<file path="config.mk">
export PLATFORM = sky130hd
export DESIGN_NAME = jdi_cell
export DESIGN_NICKNAME = d
export VERILOG_FILES = /design/src/rtl/jpeg_dequant_idct_block_macros.svh /design/src/rtl/jdi_pkg.sv /design/src/rtl/jdi_cell.sv
export SDC_FILE = /design/constraint.sdc
export NUM_CORES = 2
export LEC_CHECK = 0
export BUFFER_PORTS_ARGS = -buffer_cell sky130_fd_sc_hd__buf_2
export CELL_PAD_IN_SITES_DETAIL_PLACEMENT = 0
export CELL_PAD_IN_SITES_GLOBAL_PLACEMENT = 2
export CORE_MARGIN = 5
export CORE_UTILIZATION = 45
export DETAILED_ROUTE_END_ITERATION = 8
export MAX_ROUTING_LAYER = met4
export PLACE_DENSITY_LB_ADDON = 0.1
export SYNTH_ARGS = -nofsm -noshare
export SYNTH_HDL_FRONTEND = slang
export SYNTH_SLANG_ARGS = --single-unit
</file>
<file path="constraint.sdc">
create_clock -name clock -period 23.7 [get_ports clock]
set_clock_uncertainty 0.15 [all_clocks]
set_input_delay 2.37 -clock clock [delete_from_list [all_inputs] [get_ports clock]]
set_output_delay 2.37 -clock clock [all_outputs]
set_load 0.05 [all_outputs]
</file>
<file path="src/rtl/jpeg_dequant_idct_block_macros.svh">
// Assertion helpers included by the top-level RTL file.
`ifndef JPEG_DEQUANT_IDCT_BLOCK_MACROS_SVH
`define JPEG_DEQUANT_IDCT_BLOCK_MACROS_SVH

// Check a property on every clock edge outside reset.
`define JDI_ASSERT(label, prop, msg) \
   label: assert property (@(posedge clock) disable iff (reset) (prop)) else $error(msg);

// Check that a trigger is followed by a condition in the next cycle.
`define JDI_ASSERT_NEXT(label, trig, cond, msg) \
   label: assert property (@(posedge clock) disable iff (reset) (trig) |=> (cond)) \
      else $error(msg);

`endif

</file>
<file path="src/rtl/jdi_pkg.sv">
package jdi_pkg;

   typedef struct packed {
      logic              func;
      logic [5:0]        position;
      logic signed [11:0] value;
   } req_type;

   typedef struct packed {
      logic [7:0] pixel;
      logic [5:0] pixel_index;
      logic       last;
   } rsp_type;

   // Beat traveling down the cell chain.
   typedef struct packed {
      logic       valid;
      logic [2:0] tag;
   } ctl_type;

   localparam logic FUNC_QUANT = 1'b0;
   localparam logic FUNC_COEF  = 1'b1;

   localparam int HI_FRAC_BITS = 30;
   localparam longint INV_SQRT2_HI = 759250125;
   localparam longint COS_HI [0:8] = '{
      1073741824, 1053110176, 992008094, 892783698, 759250125,
      596538995, 410903207, 209476638, 0
   };

   localparam logic [5:0] ZIG_TO_NAT [0:63] = '{
       0,  1,  8, 16,  9,  2,  3, 10, 17, 24, 32, 25, 18, 11,  4,  5,
      12, 19, 26, 33, 40, 48, 41, 34, 27, 20, 13,  6,  7, 14, 21, 28,
      35, 42, 49, 56, 57, 50, 43, 36, 29, 22, 15, 23, 30, 37, 44, 51,
      58, 59, 52, 45, 38, 31, 39, 46, 53, 60, 61, 54, 47, 55, 62, 63
   };

   // c(u) * cos((2t+1) u pi / 16) at 2^frac, rounded half away from zero.
   function automatic logic signed [31:0] cos_term(input logic [2:0] u,
                                                   input logic [2:0] t,
                                                   input int frac);
      int     kk;
      int     sh;
      logic   neg;
      longint base;
      longint mag;
      neg = 1'b0;
      sh  = HI_FRAC_BITS - frac;
      kk  = ((2 * int'(t) + 1) * int'(u)) & 31;
      if (kk > 16) kk = 32 - kk;
      if (kk > 8) begin
         kk  = 16 - kk;
         neg = 1'b1;
      end
      base = (u == 3'd0) ? INV_SQRT2_HI : COS_HI[kk];
      mag  = (base + (64'sd1 <<< (sh - 1))) >>> sh;
      return neg ? 32'(-mag) : 32'(mag);
   endfunction

endpackage

</file>
<file path="src/rtl/jdi_cell.sv">
module jdi_cell #(
   parameter int DW       = 37,
   parameter int KW       = 16,
   parameter int AW       = 54,
   parameter int FRAC     = 14,
   parameter int CELL_IDX = 0
) (
   input  logic                  clock,
   input  logic                  reset,
   input  logic                  adv,
   input  jdi_pkg::ctl_type      in_ctl,
   input  logic signed [DW-1:0]  in_data,
   output jdi_pkg::ctl_type      out_ctl,
   output logic signed [DW-1:0]  out_data,
   output logic                  done,
   output logic signed [AW-1:0]  result
);
   import jdi_pkg::*;

   localparam int PW = DW + KW;
   localparam logic [2:0] IDX = 3'(CELL_IDX);

   ctl_type              ctl_ff;
   logic signed [DW-1:0] data_ff;
   logic                 pv_ff;
   logic [2:0]           pt_ff;
   logic signed [PW-1:0] prod_ff;
   logic signed [PW-1:0] prod_in;
   logic signed [KW-1:0] kterm;
   logic signed [AW-1:0] acc_ff;
   logic signed [AW-1:0] acc_in;
   logic                 done_ff;

   assign kterm   = KW'(cos_term(ctl_ff.tag, IDX, FRAC));
   assign prod_in = data_ff * kterm;
   // restart the sum on tag zero
   assign acc_in  = ((pt_ff == 3'd0) ? '0 : acc_ff) + AW'(prod_ff);

   always_ff @(posedge clock) begin
      if (reset) begin
         ctl_ff  <= '0;
         pv_ff   <= 1'b0;
         done_ff <= 1'b0;
      end else if (adv) begin
         ctl_ff  <= in_ctl;
         pv_ff   <= ctl_ff.valid;
         done_ff <= pv_ff && (pt_ff == 3'd7);
      end
   end

   always_ff @(posedge clock) begin
      if (adv) begin
         data_ff <= in_data;
         pt_ff   <= ctl_ff.tag;
         prod_ff <= prod_in;
         if (pv_ff) acc_ff <= acc_in;
      end
   end

   assign out_ctl  = ctl_ff;
   assign out_data = data_ff;
   assign done     = done_ff;
   assign result   = acc_ff;

endmodule

</file>
# After elaboration in Yosys (flattened, before gate mapping)
# Memory sizes are Yosys's and may differ from the RTL's.
# Index checks and enable logic that the tools add are counted.
[word_totals]
register_bits = 153
mem_bits_ro = 1024
inputBits = 44
n_memories = 1
[memory_table]
columns = ["memory", "words", "word_bits", "read_ports", "rd_clocked_by_memory_dff", "write_ports", "line", "source"]
rows = [
  ["(no name shown)", 16, 64, 1, 0, 0, "jdi_pkg.sv:55", "base = (u == 3'd0) ? INV_SQRT2_HI : COS_HI[kk];"],
]
[classes]
n_addsub = 5
multipliers = 1
order_cmp = 3
n_eq_ne = 1
n_mux = 8
bitwise_logic = 1
n_reduce_logical = 4
[ops]
columns = ["op", "count"]
rows = [
  ["32-bit two-way mux", 5],
  ["54-bit adder", 1],
  ["54-bit two-way mux", 1],
  ["37-bit by 16-bit multiplier with 53-bit output", 1],
  ["32-bit by 17-bit adder with 32-bit output, second input constant", 1],
  ["32-bit by 5-bit >= comparator with 1-bit output, second input constant", 1],
  ["32-bit by 5-bit greater-than comparator with 1-bit output, second input constant", 1],
  ["32-bit NOT", 1],
  ["6-bit by 32-bit subtractor with 32-bit output, first input constant", 1],
  ["16-bit two-way mux", 1],
  ["16-bit negation", 1],
  ["6-bit by 3-bit subtractor with 7-bit output, first input constant", 1],
  ["3-bit logical NOT", 2],
  ["3-bit by 5-bit greater-than comparator with 1-bit output, second input constant", 1],
  ["3-bit equality test, second input constant", 1],
  ["2-bit AND reduction", 1],
  ["1-bit logical AND", 1],
  ["1-bit two-way mux", 1],
]

# Longest topological paths before layout
[depth]
depth_word = 13
mapped_depth = 34
depth_no_buf = 32

# Worst setup path before layout
# No wires, ideal clock.
[synth_path]
path_kind = "register -> register"
start = "reg ctl_ff, in the netlist out_ctl[1]"
end = "reg prod_ff[50], data pin"
setup_ps = 265
t_arrival_ps = 8269
required_time_ps = 23285
setup_slack_ps = 15016
stages_incl_launch_ff = 32
path_buffers = 2
period_less_slack_ps = 8684
path_cell_list = "dfxtp_1 > inv_1 > ha_1 > clkbuf_1 > o21ai_0 > ha_1 > o21ai_1 > nor2_1 > o211ai_1 > a211oi_2 > xnor2_1 > clkbuf_1 > nand2_1 > fa_1 > inv_1 > fa_1 > fa_1 > fa_1 > fa_1 > inv_1 > fa_1 > inv_1 > ha_1 > a21o_1 > a221oi_1 > o31a_1 > o21ai_0 > a21oi_1 > o21ai_2 > a41o_1 > a221oi_1 > a21oi_1"
[synth_via]
elab_chain_len = 13
word_cells_on_any_way = 17
[synth_lines]
columns = ["item", "line", "source"]
rows = [
  ["start: declaration", "jdi_cell.sv:23", "ctl_type ctl_ff;"],
  ["start signal: assignment", "jdi_cell.sv:45", "ctl_ff <= in_ctl;"],
  ["6-bit by 3-bit subtractor with 7-bit output or 3-bit by 5-bit greater-than comparator with 1-bit output (tied branches)", "jdi_pkg.sv:50", "if (kk > 16) kk = 32 - kk;"],
  ["32-bit two-way mux", "jdi_pkg.sv:50", ""],
  ["6-bit by 32-bit subtractor with 32-bit output or 32-bit by 5-bit greater-than comparator with 1-bit output (tied branches)", "jdi_pkg.sv:52, jdi_pkg.sv:51", ""],
  ["32-bit two-way mux", "jdi_pkg.sv:51", "if (kk > 8) begin"],
  ["32-bit NOT (implied by the code)", "jdi_pkg.sv:55", ""],
  ["memory 16 x 64 bit", "--", ""],
  ["32-bit two-way mux (implied by the code) (2 in a row)", "jdi_pkg.sv:55", ""],
  ["32-bit two-way mux", "jdi_pkg.sv:55", ""],
  ["32-bit by 17-bit adder with 32-bit output", "jdi_pkg.sv:56", "mag = (base + (64'sd1 <<< (sh - 1))) >>> sh;"],
  ["16-bit negation", "jdi_pkg.sv:57", "return neg ? 32'(-mag) : 32'(mag);"],
  ["16-bit two-way mux (*)", "jdi_pkg.sv:57", ""],
  ["37-bit by 16-bit multiplier with 53-bit output (*)", "jdi_cell.sv:35", "assign prod_in = data_ff * kterm;"],
  ["named net prod_in[50]", "jdi_cell.sv:28", "logic signed [PW-1:0] prod_in;"],
  ["end signal: assignment", "jdi_cell.sv:55", "prod_ff <= prod_in;"],
  ["end: declaration", "jdi_cell.sv:27", "logic signed [PW-1:0] prod_ff;"],
]
# The timed path passes the listed nets; every way through them passes the cells marked *. The select of a mux whose other input is x is not followed.
# A chain may end at the register's enable or synchronous reset.

# Worst setup path in the final report
[layout_path]
start = "reg ctl_ff, in the netlist out_ctl[1]"
end = "reg prod_ff[49], data pin"
# Same word-level chain as after synthesis.

==> impl_metrics.tcl <==
set metrics [dict create \
    max_slew_margin_pct 34.9 \
    fmax_mhz 101 \
    diodes 0 \
    cap_violations 0 \
    dr_total_vias 20300 \
    stdcell_count 3949 \
    post-cts-setup-buffers 0 \
    post-dp-hpwl_mm 58.7 \
    drc 0 \
    synth_warnings 0 \
    synth_compound_area_share_pct 8.30 \
    grt.overflow.total 0 \
    die_y_microns 261 \
    path_max_fanout 41 \
    path_clk_slew_ns 0.08 \
    crit_family "adder cells" \
    finalCritPeriodShare_pct 41.9 \
    worst_ep_required_time_ns 23.80 \
    hold_buffers 0 \
    antenna_found_initial 0 \
    post_cts_resized 0 \
    design_area_sq_um 30500 \
    cp_slowest_cell "fa_1" \
    critPathLaunchType "register" \
    ys.flop_type "edfxtp_1" \
    hold_viol_final 0 \
    start_util_pct 45.1 \
    firstDrtPassIters 5 \
    postSynth.asyncResetShare_pct 0 \
    ctsHtreeMaxLevel 4 \
    dp.cells 3917 \
    die_area_sq_um 68000 \
    grtUsageTotal_pct 24.3 \
    synth_edf_count 147 \
    area_growth_pct 7.96 \
    wirelength_mm 76.5 \
    drtIter0Drc 1041 \
    rsz0062_at_grt "false" \
    synth_top_family_by_area "adder cells" \
    grt_pass1_wl_mm 124 \
    numCtsBuffers 17 \
    maxSlewViolCount 0 \
    port_buffers 139 \
    max_stage_delay_ns 0.62 \
    synth_xor_area_share_pct 3.16 \
    synth_area_sq_um 28300 \
    grt_pass1_vias 22500 \
    synth_mux_area_share_pct 0.358 \
    yosysSeqAreaShare_pct 16.0 \
    dieWidth_microns 261 \
    num_rows 92 \
    worst_setup_path_end_kind "register" \
    drive_above_1_share_pct 7.61 \
    routabilityCongestion 0.868 \
    period_minus_slack_ns 9.94 \
    avgRoutedWirePerCell_microns 19.4 \
    tightest_slew_ns 0.976 \
    io_pins 140 \
    synthSimpleGateAreaFrac_pct 15.2 \
    grt_max_degree 60 \
    hold_path_class "reg2reg" \
    critPathKind "reg2reg" \
    clock_path_buffers 2 \
    cts-root-buf "clkbuf_16" \
    avgViaCountPerCell 5.14 \
    status "complete, no violations" \
    cts_tree "built" \
    insertion_delay_ns 0.49 \
    nFillCells 6050 \
    crit_top_cell "fa_1" \
    synth.distinct_cells 84 \
    cts_sinks 153 \
    syn_avg_cell_area_sq_um 9.45 \
    synthAdderAreaFrac_pct 46.6 \
    finalSetupViolations 0 \
    core_area_sq_um 62700 \
    worstPathArrival_ns 10.04 \
    synthCells 2993 \
    final_net_count 3876 \
    setup_tns_ns 0 \
    path_buf_inv 8 \
    place_area_sq_um 29900 \
    final_antenna_net_count 0 \
    synth-seq-cells 153 \
]
state kept, by name (all words and copies together), names as in the netlist:
register	flops
pv_ff	1
result	54
done	1
pt_ff	3
out_data	37
out_ctl	4
prod_ff	53
stage by stage:
stage	utilization, %	setup slack (ns)	hold WS, ns
final	48.7	13.76	0.331
after floorplan	-	15.02	0.302
after global routing	48.7	13.14	0.375
after CTS	48.7	13.77	0.339
after detailed placement	47.7	13.86	0.324
after global placement	47.7	13.87	0.319
final cells by class:
type / count / area [sq um] / share of cell area, %
clock buffers: 17 / 425 / 1.39
clock inverters: 15 / 194 / 0.635
inverters: 664 / 2490 / 8.16
multi-input cells: 2099 / 21000 / 68.8
flip-flops and latches: 153 / 4530 / 14.8
well taps: 846 / 1060 / 3.46
repair buffers: 155 / 818 / 2.68
worst paths after layout:
check / startpoint / to / slack (ns) / depth (start not counted)
min: done / done / 0.33 / 2
max reg2reg: out_ctl[1] / prod_ff[49] / 13.76 / 31
min reg2reg: done / done / 0.33 / 2
max: out_ctl[1] / prod_ff[49] / 13.76 / 31
worst register-to-register path: cells and delay by family (launching register included):
| kind | cells | cell delay (ns) |
|---|---|---|
| adder cells (fa/ha/maj) | 8 | 3.79 |
| AO/OA/AOI/OAI | 7 | 1.77 |
| buffers and inverters | 8 | 1.75 |
| AND/OR/NAND/NOR | 7 | 1.68 |
| flip-flops | 1 | 0.43 |
| XOR/XNOR | 1 | 0.15 |
cells in the final DEF (no fill, tap or decap), types with 4 or more instances in the layout:
| master | netlist | final |
|---|---|---|
| and4_1 | 5 | 5 |
| nor3_1 | 20 | 20 |
| o22ai_1 | 5 | 5 |
| o211ai_1 | 8 | 8 |
| a21o_1 | 43 | 42 |
| o21bai_1 | 18 | 18 |
| fa_1 | 519 | 519 |
| inv_1 | 663 | 663 |
| or3_1 | 13 | 13 |
| xor2_1 | 33 | 33 |
| mux2i_1 | 9 | 7 |
| ha_1 | 223 | 222 |
| nor2_1 | 67 | 67 |
| o21ai_0 | 54 | 54 |
| xnor2_1 | 69 | 65 |
| nand2_1 | 381 | 381 |
| o21ai_2 | 3 | 5 |
| nand3_1 | 15 | 15 |
| inv_8 | 0 | 7 |
| and3_1 | 28 | 28 |
| conb_1 | 2 | 38 |
| dfxtp_1 | 6 | 6 |
| o21ai_1 | 14 | 12 |
| nand2b_1 | 22 | 22 |
| edfxtp_1 | 147 | 147 |
| clkbuf_16 | 0 | 17 |
| xnor2_2 | 0 | 4 |
| clkinv_8 | 0 | 6 |
| nor2b_1 | 14 | 14 |
| buf_2 | 10 | 138 |
| o31ai_1 | 6 | 6 |
| nand4_1 | 17 | 17 |
| a221oi_1 | 4 | 4 |
| and2_1 | 259 | 257 |
| a31oi_1 | 17 | 17 |
| o21a_1 | 12 | 12 |
| a21oi_1 | 102 | 101 |
| a211oi_1 | 14 | 14 |
| buf_4 | 2 | 17 |
Yosys cell counts, types with 28 or more instances:
cell / n / share of area, %
fa_1: 519 / 37
nor2_1: 67 / 0.89
xnor2_1: 69 / 2.1
o21ai_0: 54 / 0.96
clkbuf_1: 100 / 1.3
xor2_1: 33 / 1.0
edfxtp_1: 147 / 16
inv_1: 663 / 8.8
a21oi_1: 102 / 1.8
a21o_1: 43 / 1.1
nand2_1: 381 / 5.1
and3_1: 28 / 0.62
ha_1: 223 / 9.9
and2_1: 259 / 5.7
layer usage:
layer | share of wire [%] | vias to the layer above | wire [microns] | track usage [%]
li1 | - | 9425 | - | -
met1 | 41 | 10400 | 31700 | 29.4
met2 | 53 | 395 | 40600 | 43.7
met3 | 3.5 | 90 | 2670 | 2.61
met4 | 2.1 | 0 | 1600 | 5.91
met5 | 0 | - | 0 | -
cells by family after synthesis:
logic type	Yosys count
other	2
AO/OA/AOI/OAI	346
AND/OR/NAND/NOR	861
buffers and inverters	777
flip-flops	153
adder cells (fa/ha/maj)	742
multiplexers	10
XOR/XNOR	102
Power is left out: the tool's default activity adds up to more than one toggle a clock period on the data nets, which glitch-free logic cannot reach.
